`config.mk`:
```
export PLATFORM = sky130hd
export DESIGN_NAME = xmodem_checksum_receiver
export DESIGN_NICKNAME = d
export VERILOG_FILES = /design/src/rtl/core/xmr_pkg.sv /design/src/rtl/core/xmodem_checksum_receiver.sv
export SDC_FILE = /design/constraint.sdc
export NUM_CORES = 1
export LEC_CHECK = 0
export ABC_AREA = 1
export BUFFER_PORTS_ARGS = -buffer_cell sky130_fd_sc_hd__buf_2
export CORE_AREA = 5 5 402 206
export CTS_BUF_LIST = sky130_fd_sc_hd__clkbuf_8 sky130_fd_sc_hd__clkbuf_16
export DETAILED_ROUTE_END_ITERATION = 10
export DIE_AREA = 0 0 407 211
export RECOVER_POWER = 25
export REMOVE_ABC_BUFFERS = 1
export SETUP_SLACK_MARGIN = 0.1
export SLEW_MARGIN = 30
export SYNTH_ARGS = -nofsm -noshare
export SYNTH_HDL_FRONTEND = slang
export SYNTH_SLANG_ARGS = --single-unit
```
`constraint.sdc`:
```
create_clock -name clk -period 4.7 [get_ports clk]
set_input_delay 0.235 -clock clk [delete_from_list [all_inputs] [get_ports clk]]
set_output_delay 0.235 -clock clk [all_outputs]
set_load 0.03 [all_outputs]
```
`src/rtl/core/xmr_pkg.sv`:
```
// ----------------------------------------------------------------------------
// xmr_pkg
// Types and constants shared by the XMODEM checksum receiver.
// ----------------------------------------------------------------------------
package xmr_pkg;

  localparam int BLOCK_BYTES = 128;
  // frame position runs from 0 to BLOCK_BYTES + 3 (SOH, block, complement,
  // data bytes, checksum)
  localparam int FP_W = $clog2(BLOCK_BYTES + 4);
  localparam int QUEUE_DEPTH = 4;
  localparam int CNT_W = $clog2(QUEUE_DEPTH + 1);

  localparam logic [7:0] CH_SOH = 8'h01;
  localparam logic [7:0] CH_EOT = 8'h04;
  localparam logic [7:0] CH_ACK = 8'h06;
  localparam logic [7:0] CH_NAK = 8'h15;
  localparam logic [7:0] CH_CAN = 8'h18;

  localparam logic [1:0] CFG_BASE_ADDRESS  = 2'd0;
  localparam logic [1:0] CFG_START_WINDOW  = 2'd1;
  localparam logic [1:0] CFG_BLOCK_WINDOW  = 2'd2;
  localparam logic [1:0] CFG_MAX_ATTEMPTS  = 2'd3;

  localparam logic [31:0] RST_BASE_ADDRESS = 32'd0;
  localparam logic [15:0] RST_START_WINDOW = 16'd10000;
  localparam logic [15:0] RST_BLOCK_WINDOW = 16'd1000;
  localparam logic [3:0]  RST_MAX_ATTEMPTS = 4'd10;

  typedef enum logic [2:0] {
    OP_START    = 3'd0,
    OP_BYTE     = 3'd1,
    OP_TICK     = 3'd2,
    OP_FLASH    = 3'd3,
    OP_LINE_ERR = 3'd4
  } opcode_t;

  typedef enum logic [1:0] {
    PH_IDLE = 2'd0,
    PH_RECV = 2'd1,
    PH_PROG = 2'd2,
    PH_DONE = 2'd3
  } phase_t;

  typedef enum logic [1:0] {
    KIND_REPLY  = 2'd0,
    KIND_DATA   = 2'd1,
    KIND_PROG   = 2'd2,
    KIND_FINISH = 2'd3
  } kind_t;

  typedef enum logic [1:0] {
    ST_OK       = 2'd0,
    ST_COMMS    = 2'd1,
    ST_TIMEOUT  = 2'd2,
    ST_PROGFAIL = 2'd3
  } status_t;

  typedef struct packed {
    opcode_t    opcode;
    logic [7:0] rx_byte;
    logic       flash_ok;
  } in_t;

  typedef struct packed {
    kind_t       result_kind;
    logic [7:0]  reply_byte;
    logic [7:0]  data_byte;
    logic [6:0]  data_offset;
    logic [31:0] write_address;
    status_t     final_status;
    logic        last;
  } out_t;

endpackage

```
`src/rtl/core/xmodem_checksum_receiver.sv`:
```
// ----------------------------------------------------------------------------
// xmodem_checksum_receiver
// XMODEM receiver, 128-byte blocks with arithmetic checksum, event driven.
// ----------------------------------------------------------------------------
// Takes one event per transfer on the input channel (start, received byte,
// tick, flash done, line error) and updates the protocol state in the same
// cycle; the results an event causes (none to three) go into a four-entry
// result queue that drives the output channel, one result per cycle while
// out_stall is low. An event is accepted every cycle as long as at most one
// result waits in the queue, so events that cause a single result stream at
// one per cycle unless the output stalls; an event that causes two or three
// results holds the input off while the queue drains. Configuration writes
// take effect on the next cycle.
module xmodem_checksum_receiver (
  input  logic               clk,
  input  logic               rst_n,
  input  logic               in_valid,
  output logic               in_stall,
  input  xmr_pkg::in_t       in_data,
  output logic               out_valid,
  input  logic               out_stall,
  output xmr_pkg::out_t      out_data,
  input  logic               cfg_we,
  input  logic [1:0]         cfg_index,
  input  logic [31:0]        cfg_wdata
);

  // configuration
  logic [31:0] base_address_r;
  logic [15:0] start_window_r;
  logic [15:0] block_window_r;
  logic [3:0]  max_attempts_r;

  // protocol state
  xmr_pkg::phase_t         phase_r, phase_nxt;
  logic                    aff_r, aff_nxt;
  logic [3:0]              attempts_r, attempts_nxt;
  logic [15:0]             window_r, window_nxt;
  logic [xmr_pkg::FP_W-1:0] fpos_r, fpos_nxt;
  logic [7:0]              seen_r, seen_nxt;
  logic                    hgood_r, hgood_nxt;
  logic [7:0]              sum_r, sum_nxt;
  logic [7:0]              exp_blk_r, exp_blk_nxt;
  logic [31:0]             next_addr_r, next_addr_nxt;

  // result queue
  xmr_pkg::out_t              slot_r [xmr_pkg::QUEUE_DEPTH];
  xmr_pkg::out_t              slot_nxt [xmr_pkg::QUEUE_DEPTH];
  logic [xmr_pkg::CNT_W-1:0]  cnt_r, cnt_nxt, base_cnt;

  xmr_pkg::out_t res [3];
  logic [1:0]    res_n;
  logic [7:0]    prev_blk;
  logic          frame_good;
  logic          acc, pop;

  function automatic xmr_pkg::out_t mk(xmr_pkg::kind_t kind, logic [7:0] reply,
                                       logic [7:0] data, logic [6:0] off,
                                       logic [31:0] addr, xmr_pkg::status_t st);
    xmr_pkg::out_t r;
    r.result_kind   = kind;
    r.reply_byte    = reply;
    r.data_byte     = data;
    r.data_offset   = off;
    r.write_address = addr;
    r.final_status  = st;
    r.last          = 1'b0;
    return r;
  endfunction

  assign out_valid = (cnt_r != '0);
  assign out_data  = slot_r[0];
  assign in_stall  = (cnt_r > xmr_pkg::CNT_W'(1));
  assign acc       = in_valid && !in_stall;
  assign pop       = out_valid && !out_stall;
  assign base_cnt  = cnt_r - xmr_pkg::CNT_W'(pop);
  assign prev_blk  = exp_blk_r - 8'd1;
  assign frame_good = hgood_r && (in_data.rx_byte == sum_r);

  // event processing
  always_comb begin
    phase_nxt     = phase_r;
    aff_nxt       = aff_r;
    attempts_nxt  = attempts_r;
    window_nxt    = window_r;
    fpos_nxt      = fpos_r;
    seen_nxt      = seen_r;
    hgood_nxt     = hgood_r;
    sum_nxt       = sum_r;
    exp_blk_nxt   = exp_blk_r;
    next_addr_nxt = next_addr_r;
    res_n         = 2'd0;
    for (int k = 0; k < 3; k++) begin
      res[k] = '0;
    end

    if (in_data.opcode == xmr_pkg::OP_START) begin
      exp_blk_nxt   = 8'd1;
      next_addr_nxt = base_address_r;
      aff_nxt       = 1'b1;
      fpos_nxt      = '0;
      sum_nxt       = '0;
      hgood_nxt     = 1'b0;
      seen_nxt      = '0;
      attempts_nxt  = max_attempts_r;
      window_nxt    = start_window_r;
      phase_nxt     = xmr_pkg::PH_RECV;
      res[0] = mk(xmr_pkg::KIND_REPLY, xmr_pkg::CH_NAK, '0, '0, '0, xmr_pkg::ST_OK);
      res_n  = 2'd1;
    end else if (phase_r == xmr_pkg::PH_RECV) begin
      case (in_data.opcode)
        xmr_pkg::OP_BYTE: begin
          if (fpos_r == '0) begin
            if (in_data.rx_byte == xmr_pkg::CH_EOT) begin
              aff_nxt   = 1'b0;
              phase_nxt = xmr_pkg::PH_DONE;
              res[0] = mk(xmr_pkg::KIND_REPLY, xmr_pkg::CH_ACK, '0, '0, '0,
                          xmr_pkg::ST_OK);
              res[1] = mk(xmr_pkg::KIND_FINISH, '0, '0, '0, '0, xmr_pkg::ST_OK);
              res_n  = 2'd2;
            end else begin
              hgood_nxt = (in_data.rx_byte == xmr_pkg::CH_SOH);
              fpos_nxt  = xmr_pkg::FP_W'(1);
            end
          end else if (fpos_r == xmr_pkg::FP_W'(1)) begin
            seen_nxt = in_data.rx_byte;
            if (in_data.rx_byte != exp_blk_r && in_data.rx_byte != prev_blk) begin
              hgood_nxt = 1'b0;
            end
            fpos_nxt = xmr_pkg::FP_W'(2);
          end else if (fpos_r == xmr_pkg::FP_W'(2)) begin
            if (({1'b0, in_data.rx_byte} + {1'b0, seen_r}) != 9'd255) begin
              hgood_nxt = 1'b0;
            end
            fpos_nxt = xmr_pkg::FP_W'(3);
          end else if (fpos_r < xmr_pkg::FP_W'(xmr_pkg::BLOCK_BYTES + 3)) begin
            logic [xmr_pkg::FP_W-1:0] off;
            off      = fpos_r - xmr_pkg::FP_W'(3);
            sum_nxt  = sum_r + in_data.rx_byte;
            fpos_nxt = fpos_r + xmr_pkg::FP_W'(1);
            res[0] = mk(xmr_pkg::KIND_DATA, '0, in_data.rx_byte, off[6:0], '0,
                        xmr_pkg::ST_OK);
            res_n  = 2'd1;
          end else begin
            // checksum byte: close the frame and open the next window
            fpos_nxt     = '0;
            sum_nxt      = '0;
            hgood_nxt    = 1'b0;
            seen_nxt     = '0;
            aff_nxt      = 1'b0;
            attempts_nxt = max_attempts_r;
            window_nxt   = block_window_r;
            res_n        = 2'd1;
            if (!frame_good) begin
              res[0] = mk(xmr_pkg::KIND_REPLY, xmr_pkg::CH_NAK, '0, '0, '0,
                          xmr_pkg::ST_OK);
            end else if (seen_r == exp_blk_r) begin
              res[0] = mk(xmr_pkg::KIND_PROG, '0, '0, '0, next_addr_r,
                          xmr_pkg::ST_OK);
              phase_nxt = xmr_pkg::PH_PROG;
            end else begin
              res[0] = mk(xmr_pkg::KIND_REPLY, xmr_pkg::CH_ACK, '0, '0, '0,
                          xmr_pkg::ST_OK);
            end
          end
        end
        xmr_pkg::OP_TICK: begin
          if (window_r > 16'd1) begin
            window_nxt = window_r - 16'd1;
          end else begin
            // window over: drop the partial frame
            fpos_nxt  = '0;
            sum_nxt   = '0;
            hgood_nxt = 1'b0;
            seen_nxt  = '0;
            if (attempts_r <= 4'd1) begin
              attempts_nxt = '0;
              window_nxt   = '0;
              phase_nxt    = xmr_pkg::PH_DONE;
              res[0] = mk(xmr_pkg::KIND_FINISH, '0, '0, '0, '0,
                          xmr_pkg::ST_TIMEOUT);
              res_n  = 2'd1;
            end else begin
              attempts_nxt = attempts_r - 4'd1;
              if (aff_r) begin
                window_nxt = start_window_r;
                res[0] = mk(xmr_pkg::KIND_REPLY, xmr_pkg::CH_NAK, '0, '0, '0,
                            xmr_pkg::ST_OK);
                res_n  = 2'd1;
              end else begin
                window_nxt = block_window_r;
              end
            end
          end
        end
        xmr_pkg::OP_LINE_ERR: begin
          fpos_nxt  = '0;
          sum_nxt   = '0;
          hgood_nxt = 1'b0;
          seen_nxt  = '0;
          phase_nxt = xmr_pkg::PH_DONE;
          res[0] = mk(xmr_pkg::KIND_FINISH, '0, '0, '0, '0, xmr_pkg::ST_COMMS);
          res_n  = 2'd1;
        end
        default: begin
        end
      endcase
    end else if (phase_r == xmr_pkg::PH_PROG && in_data.opcode == xmr_pkg::OP_FLASH) begin
      if (in_data.flash_ok) begin
        next_addr_nxt = next_addr_r + 32'(xmr_pkg::BLOCK_BYTES);
        exp_blk_nxt   = exp_blk_r + 8'd1;
        attempts_nxt  = max_attempts_r;
        window_nxt    = aff_r ? start_window_r : block_window_r;
        phase_nxt     = xmr_pkg::PH_RECV;
        res[0] = mk(xmr_pkg::KIND_REPLY, xmr_pkg::CH_ACK, '0, '0, '0, xmr_pkg::ST_OK);
        res_n  = 2'd1;
      end else begin
        phase_nxt = xmr_pkg::PH_DONE;
        res[0] = mk(xmr_pkg::KIND_REPLY, xmr_pkg::CH_NAK, '0, '0, '0, xmr_pkg::ST_OK);
        res[1] = mk(xmr_pkg::KIND_REPLY, xmr_pkg::CH_CAN, '0, '0, '0, xmr_pkg::ST_OK);
        res[2] = mk(xmr_pkg::KIND_FINISH, '0, '0, '0, '0, xmr_pkg::ST_PROGFAIL);
        res_n  = 2'd3;
      end
    end

    // mark the final result of this event
    for (int k = 0; k < 3; k++) begin
      if (2'(k + 1) == res_n) begin
        res[k].last = 1'b1;
      end
    end
  end

  // result queue: shift out at the head, append behind what remains
  always_comb begin
    for (int i = 0; i < xmr_pkg::QUEUE_DEPTH; i++) begin
      if (pop && i < xmr_pkg::QUEUE_DEPTH - 1) begin
        slot_nxt[i] = slot_r[i + 1];
      end else begin
        slot_nxt[i] = slot_r[i];
      end
      for (int k = 0; k < 3; k++) begin
        if (acc && (2'(k) < res_n) &&
            (xmr_pkg::CNT_W'(i) == base_cnt + xmr_pkg::CNT_W'(k))) begin
          slot_nxt[i] = res[k];
        end
      end
    end
    cnt_nxt = base_cnt + (acc ? xmr_pkg::CNT_W'(res_n) : '0);
  end

  always_ff @(posedge clk) begin
    for (int i = 0; i < xmr_pkg::QUEUE_DEPTH; i++) begin
      slot_r[i] <= slot_nxt[i];
    end
  end

  always_ff @(posedge clk) begin
    if (!rst_n) begin
      cnt_r          <= '0;
      base_address_r <= xmr_pkg::RST_BASE_ADDRESS;
      start_window_r <= xmr_pkg::RST_START_WINDOW;
      block_window_r <= xmr_pkg::RST_BLOCK_WINDOW;
      max_attempts_r <= xmr_pkg::RST_MAX_ATTEMPTS;
      phase_r        <= xmr_pkg::PH_IDLE;
      aff_r          <= 1'b0;
      attempts_r     <= '0;
      window_r       <= '0;
      fpos_r         <= '0;
      seen_r         <= '0;
      hgood_r        <= 1'b0;
      sum_r          <= '0;
      exp_blk_r      <= 8'd1;
      next_addr_r    <= '0;
    end else begin
      cnt_r <= cnt_nxt;
      if (cfg_we) begin
        case (cfg_index)
          xmr_pkg::CFG_BASE_ADDRESS: base_address_r <= cfg_wdata;
          xmr_pkg::CFG_START_WINDOW: start_window_r <= cfg_wdata[15:0];
          xmr_pkg::CFG_BLOCK_WINDOW: block_window_r <= cfg_wdata[15:0];
          xmr_pkg::CFG_MAX_ATTEMPTS: max_attempts_r <= cfg_wdata[3:0];
          default: begin
          end
        endcase
      end
      if (acc) begin
        phase_r     <= phase_nxt;
        aff_r       <= aff_nxt;
        attempts_r  <= attempts_nxt;
        window_r    <= window_nxt;
        fpos_r      <= fpos_nxt;
        seen_r      <= seen_nxt;
        hgood_r     <= hgood_nxt;
        sum_r       <= sum_nxt;
        exp_blk_r   <= exp_blk_nxt;
        next_addr_r <= next_addr_nxt;
      end
    end
  end

  a_queue_bound: assert property (@(posedge clk) disable iff (!rst_n)
    cnt_r <= xmr_pkg::CNT_W'(xmr_pkg::QUEUE_DEPTH))
    else $error("result queue overflow");

  a_prog_no_frame: assert property (@(posedge clk) disable iff (!rst_n)
    phase_r == xmr_pkg::PH_PROG |-> fpos_r == '0)
    else $error("partial frame held while programming");

  a_fpos_range: assert property (@(posedge clk) disable iff (!rst_n)
    fpos_r <= xmr_pkg::FP_W'(xmr_pkg::BLOCK_BYTES + 3))
    else $error("frame position out of range");

  a_result_shows: assert property (@(posedge clk) disable iff (!rst_n)
    acc && res_n != 2'd0 |=> out_valid)
    else $error("accepted event lost its results");

endmodule

```
==> results of run 1 <==
==> layer usage <==
metal | vias to the layer above | GRT usage, %
li1 | 9299 | -
met1 | 8657 | 24.1
met2 | 744 | 19.5
met3 | 58 | 4.11
met4 | 2 | 1.89
met5 | - | 0.384
==> state kept, by name, summed over array words and instances (netlist names) <==
register        count
block_window_r     16
seen_r              8
base_address_r     32
sum_r               8
max_attempts_r      4
attempts_r          4
hgood_r             1
window_r           16
start_window_r     16
phase_r             2
aff_r               1
slot_r            228
exp_blk_r           8
fpos_r              8
cnt_r               3
next_addr_r        32
==> power by group <==
part	internal, mW	switching, mW
combinational	1.26	2.77
sequential	4.33	0.401
clock	1.70	1.33
==> cell type report <==
cell class | count | area [um^2] | share of cell area [%]
multi-input combinational | 1849 | 9630 | 43.2
sequential | 387 | 7950 | 35.6
tap | 1050 | 1310 | 5.89
inverter | 322 | 1210 | 5.43
timing repair buffer | 175 | 1030 | 4.64
clock buffer | 39 | 931 | 4.18
clock inverter | 22 | 228 | 1.02
antenna | 1 | 2.50 | 0.0112
==> path summary, 6_finish.rpt <==
check | from | endpoint | slack [ns] | cells after the start
setup / recovery | cnt_r[2] | slot_r[1][2] | 0.77 | 12
setup reg to reg | cnt_r[2] | slot_r[1][2] | 0.77 | 12
hold / removal | cfg_wdata[2] | block_window_r[2] | 0.04 | 3
hold reg to reg | slot_r[3][39] | slot_r[3][39] | 0.45 | 2
==> cells by family (layout without fill, tap and decap cells) <==
logic type | count (synthesis) | count (layout) | share of synthesized area [%]
xor gates and xnor gates | 49 | 49 | 2.20
and+or+nand+nor | 980 | 980 | 21.8
adders and majority gates | 33 | 33 | 2.23
buffers and inverters | 487 | 558 | 10.2
AOI/OAI and AO/OA | 783 | 783 | 22.9
DFF | 387 | 387 | 40.7
muxes | 1 | 1 | 0.0513
other | 1 | 4 | 0.0192
==> worst reg2reg max path, stage by stage (launching register included) <==
cell	delay [ns]
dfxtp_1	0.33
nor2_1	0.28
a21oi_4	0.09
ha_1	0.19
ha_1	0.37
inv_1	0.13
nor2_1	0.24
inv_1	0.09
nor2_1	0.34
nand3_4	0.35
nand2_1	0.21
inv_2	0.22
nand2_2	0.71
==> through the flow <==
step           area [um^2]  util, %  setup slack, ns
6_report             22300     28.3            0.769
5_1_grt              22300     28.3            0.314
4_1_cts              22400     28.4            0.768
3_5_place_dp         20900     26.6            0.785
3_3_place_gp         20900     26.6            0.886
2_1_floorplan        18800        -            -1.13
==> cell usage in the layout, fill, tap and decap left out, types with 58 or more instances in the layout <==
master,Yosys,final
nand3_1,167,167
o21ai_0,285,285
nor3_1,60,59
a21oi_1,182,181
dfxtp_1,367,367
nor2_1,249,248
inv_1,300,307
o21ai_1,67,67
nand2_1,433,433
a31oi_1,65,65
clkbuf_1,86,58
o211ai_1,114,114
==> timing repair <==
item | 4_1_cts | 5_1_grt
hold endpoints to repair | 43 | 0
resized for setup | 0 | 0
endpoints found under the setup margin | 0 | 0
hold buffers | 28 | 0
==> impl_metrics.ini, run 1 <==
[run]
drv_cap = 2

[outcome]
violations = capacitance limit, slew limit
status = finished, violations left

[die]
start_util_pct = 24.8
die_w_um = 407
ios = 113
dieArea_mm2 = 0.0859
core_area_mm2 = 0.0787
die_h_um = 211
rows = 73

[route]
drc = 0
top_layer_used = met5
vias_per_cell = 4.88
wl_per_cell_um = 17.1
routed_wl_um = 65600
drt_iter0_drc = 2361
antenna_left = 0
dr.pass1.iters = 6
wl_met2_um = 24600
wl_met3_um = 6510
vias = 18800
met1_length_um = 33700

[global_route]
grt_usage_pct = 14.9
antenna_found_initial = 1
first_global_vias = 16800
grt_max_degree = 92
overflow = 0
grt_pass1_wl_um = 102000

[final_layout]
drive_gt1_share_pct = 7.02
fin_nets = 2853
fillers = 8643
area_growth_pct = 14.2
fin_cells = 3845

[clock_tree]
post_cts_buffers = 0
root_buffer = clkbuf_16
cts_made_buffers = 34
clock-sinks = 387
cts_buffer_depth = 3
cts_max_level = 2
path_clk_slew_ns = 0.07
cts_tree = yes
clock_latency_ns = 0.55

[synthesis]
yosysUniqueCellTypes = 54
netlist.area_leader.share_pct = 37.6
ys_seq_area_share_pct = 40.7
syn_area_per_cell_um2 = 7.18
async_flop_share_pct = 0
synth_area_leader_cell = dfxtp_1
syn_area_mm2 = 0.0195
synthTopCellsByArea = dfxtp_1 38%, nand2_1 8.3%, o21ai_0 7.3%, inv_1 5.8%, nor2_1 4.8%
synth.top_cells.by_count = 433 x nand2_1, 367 x dfxtp_1, 300 x inv_1, 285 x o21ai_0, 249 x nor2_1
yosysWarningCount = 0
synth-main-ff-cell = dfxtp_1
ys_seq_elements = 387
synth-edff-count = 20
yosysMostFrequentCell = nand2_1
synthCells = 2721

[worst_setup_path]
crit_buf_inv = 3
path_max_fanout = 35
crit_family = simple AND/OR/NAND/NOR gates
crit_path_max_incr_delay_ns = 0.70
path_cells = nor2_1 -> a21oi_4 -> ha_1 -> ha_1 -> inv_1 -> nor2_1 -> inv_1 -> nor2_1 -> nand3_4 -> nand2_1 -> inv_2 -> nand2_2
cp-end-kind = register
criticalPathCategory = reg -> reg
cpMostUsedCell = nor2_1
slowest_stage = nand2_2
start_kind = register
crit_required_ns = 4.86
critPathArrivalTime_ns = 4.09

[power]
peakVddDrop_v = 0.000285
finalPower_mw = 11.8
leakage_nw = 9.38
power.density_mw_per_mm2 = 529

[sta]
fin_crit_sh_pct = 83.6
worst_pin_slew_ns = 2.91
fin_crit_ns = 3.93
relSlewSlack_pct = -93.9
setup_violations = 0
grt_setup_unrepaired = no
fin_tns_setup_ns = 0
final_hold_viol_count = 0
skew_ns = 0.0236
slew_violations = 110
maxClockFrequency_mhz = 254
holdWs_ns = 0.0397

[place]
port_buffers = 109
gp_congestion = 0.911
dpl.cell_count = 3755
hpwlAfterDp_um = 46400

[min_path]
hold_path.class = in -> reg
No activity file was read; power rests on OpenSTA's default activity.
==> run 2: changes to the inputs <==
--- a/config.mk
+++ b/config.mk
@@ -5,12 +5,12 @@
 export SDC_FILE = /design/constraint.sdc
 export NUM_CORES = 1
 export LEC_CHECK = 0
-export ABC_AREA = 1
+export ABC_AREA = 0
 export BUFFER_PORTS_ARGS = -buffer_cell sky130_fd_sc_hd__buf_2
-export CORE_AREA = 5 5 402 206
+export CORE_AREA = 5 5 408 209
 export CTS_BUF_LIST = sky130_fd_sc_hd__clkbuf_8 sky130_fd_sc_hd__clkbuf_16
 export DETAILED_ROUTE_END_ITERATION = 10
-export DIE_AREA = 0 0 407 211
+export DIE_AREA = 0 0 413 214
 export RECOVER_POWER = 25
 export REMOVE_ABC_BUFFERS = 1
 export SETUP_SLACK_MARGIN = 0.1
==> constraint.sdc (replaced) <==
create_clock -name clk -period 4.05 [get_ports clk]
set_input_delay 0.2025 -clock clk [delete_from_list [all_inputs] [get_ports clk]]
set_output_delay 0.2025 -clock clk [all_outputs]
set_load 0.03 [all_outputs]
==> run 2 against run 1 <==
The run still ends with capacitance limit, slew limit left. Sequential share of layout area shrank 1.6 points. Sequential cell count is the same. Die area rose by 2.9%. Non-clock buffer count grew 47. Clock skew decreased by 0.0071 ns. Register-to-register slack worse by 0.27 ns.
==> impl_metrics.ini, run 2 <==
[outcome]
status = finished, violations left
violations = capacitance limit, slew limit

[synthesis]
synthTopCellsByArea = dfxtp_1 36%, a21oi_1 6.7%, mux2i_1 6.6%, nand2_1 6.4%, a211oi_2 6.1%
yosysMostFrequentCell = dfxtp_1
async_flop_share_pct = 0
ys_seq_elements = 387
synth.top_cells.by_count = 367 x dfxtp_1, 345 x nand2_1, 270 x a21oi_1, 144 x nor2_1, 137 x clkbuf_1
yosysUniqueCellTypes = 87
ys_seq_area_share_pct = 39.5
yosysWarningCount = 0
synth-main-ff-cell = dfxtp_1
syn_area_mm2 = 0.0201
netlist.area_leader.share_pct = 36.5
synth-edff-count = 20
syn_area_per_cell_um2 = 8.55
synthCells = 2355
synth_area_leader_cell = dfxtp_1

[final_layout]
drive_gt1_share_pct = 13.4
fin_nets = 2495
final_common_cell = dfxtp_1
antenna_cells = 0
layout_common_cells = 367 x dfxtp_1, 344 x nand2_1, 269 x a21oi_1
multiInputGateArea_mm2 = 0.0111
fin_cells = 3538
largest-register = slot_r
largest_register_ffs = 228
fillers = 8660
seq_area_mm2 = 0.00795
area_growth_pct = 16.1
top_regs = slot_r x228, base_address_r x32, next_addr_r x32

[sta]
holdWs_ns = 0.0521
fin_crit_ns = 3.55
fin_tns_setup_ns = 0
maxClockFrequency_mhz = 281
setup_violations = 0
grt_setup_unrepaired = no
worst_pin_slew_ns = 1.80
skew_ns = 0.0165
relSlewSlack_pct = -19.9
final_hold_viol_count = 0
fin_crit_sh_pct = 87.8
slew_violations = 59

[worst_setup_path]
cp_num_cells = 8
cp-end-kind = register
path_cells = nor4_4 -> nand3_4 -> or4_1 -> a21oi_1 -> o2111ai_1 -> nand2b_4 -> buf_12 -> a211oi_2
crit_path_max_incr_delay_ns = 0.84
critPathLaunch = fpos_r[2]
crit_family = simple AND/OR/NAND/NOR gates
path_max_fanout = 18
crit_buf_inv = 1
slowest_stage = or4_1
criticalPathCategory = reg -> reg
rr_startpoint = fpos_r[2]
start_kind = register
crit_required_ns = 4.48
critPathArrivalTime_ns = 3.99
ff2ff_path_depth = 8

[min_path]
min_path_cells = 3
min-delay-start = in_data[5]
hold_path.class = in -> reg

[global_route]
first_global_vias = 16600
grt_max_degree = 131
grt_usage_pct = 14.9
antenna_found_initial = 0
overflow = 0
grt_pass1_wl_um = 105000

[clock_tree]
cts_tree = yes
clock-sinks = 387
clock_latency_ns = 0.56
cts_max_level = 2
path_clk_slew_ns = 0.07
cts_buffer_depth = 3
cts_made_buffers = 36
root_buffer = clkbuf_16

[route]
vias = 18100
vias_per_cell = 5.11
antenna_left = 0
drc = 0
routed_wl_um = 68300
drt_iter0_drc = 2002
wl_per_cell_um = 19.3
dr.pass1.iters = 6

[die]
ios = 113
die_h_um = 214
start_util_pct = 24.8
core_area_mm2 = 0.0810
die_w_um = 413
dieArea_mm2 = 0.0884
rows = 74

[run]
drv_cap = 2

[place]
gp_congestion = 0.961
port_buffers = 109
dpl.cell_count = 3442
hpwlAfterDp_um = 47900

[power]
power.density_mw_per_mm2 = 523
peakVddDrop_v = 0.000402
finalPower_mw = 12.2
leakage_nw = 8.38
==> run 2: cell families (layout without fill, tap and decap cells) <==
family	Yosys count	count (layout)	synth area share (%)
compound gates	695	695	24.4
xor+xnor	61	61	2.65
flops	387	387	39.5
fa+ha+maj	33	33	2.16
buf+inv	239	318	5.81
simple gates	797	797	18.3
other cells	1	3	0.0186
mux	142	142	7.12
==> run 2: worst paths after layout <==
path,end,slack (ns)
max reg2reg,slot_r[0][44],0.50
min,slot_r[3][46],0.05
max,slot_r[0][44],0.50
min reg2reg,slot_r[3][26],0.45
==> run 2: area by class of cell <==
class	instances	share of cell area, %
Clock buffer	43	4.27
Clock inverter	20	0.798
Inverter	33	0.536
Multi-Input combinational cell	1731	47.6
Sequential cell	387	34.0
Tap cell	1102	5.90
Timing Repair Buffer	222	6.87
==> run 2: through the flow <==
stage	util (%)	worst slack (ns)	cell area (um^2)
after CTS	28.9	0.546	23500
final	28.8	0.496	23400
after global routing	28.8	0.319	23400
after global placement	27.1	0.709	21900
after detailed placement	27.1	0.579	21900
after floorplan	-	-13.29	19100
==> run 2: power breakdown <==
group / internal (mW) / switching (mW)
Combinational: 1.49 / 2.22
Clock: 1.96 / 1.64
Sequential: 4.52 / 0.390
==> run 2: what timing repair did <==
item	in CTS	in global routing
hold buffers	33	0
gates resized for setup	0	0
hold endpoints to repair	68	0
setup buffers	0	0
==> run 2: worst register-to-register path: stages (launching register included) <==
cell	delay (ns)
dfxtp_1	0.42
nor4_4	0.54
nand3_4	0.22
or4_1	0.84
a21oi_1	0.33
o2111ai_1	0.28
nand2b_4	0.43
buf_12	0.30
a211oi_2	0.07
==> run 2: metal layers <==
metal  wire length (um)  part of all wire [%]  track usage, %  vias up
met3               7470                    11            4.73       72
li1                   -                     -               -     8572
met4               1010                   1.5            2.28        0
met5                  0                     0               0        -
met2              25100                    37            18.8      828
met1              34700                    51            24.1     8624
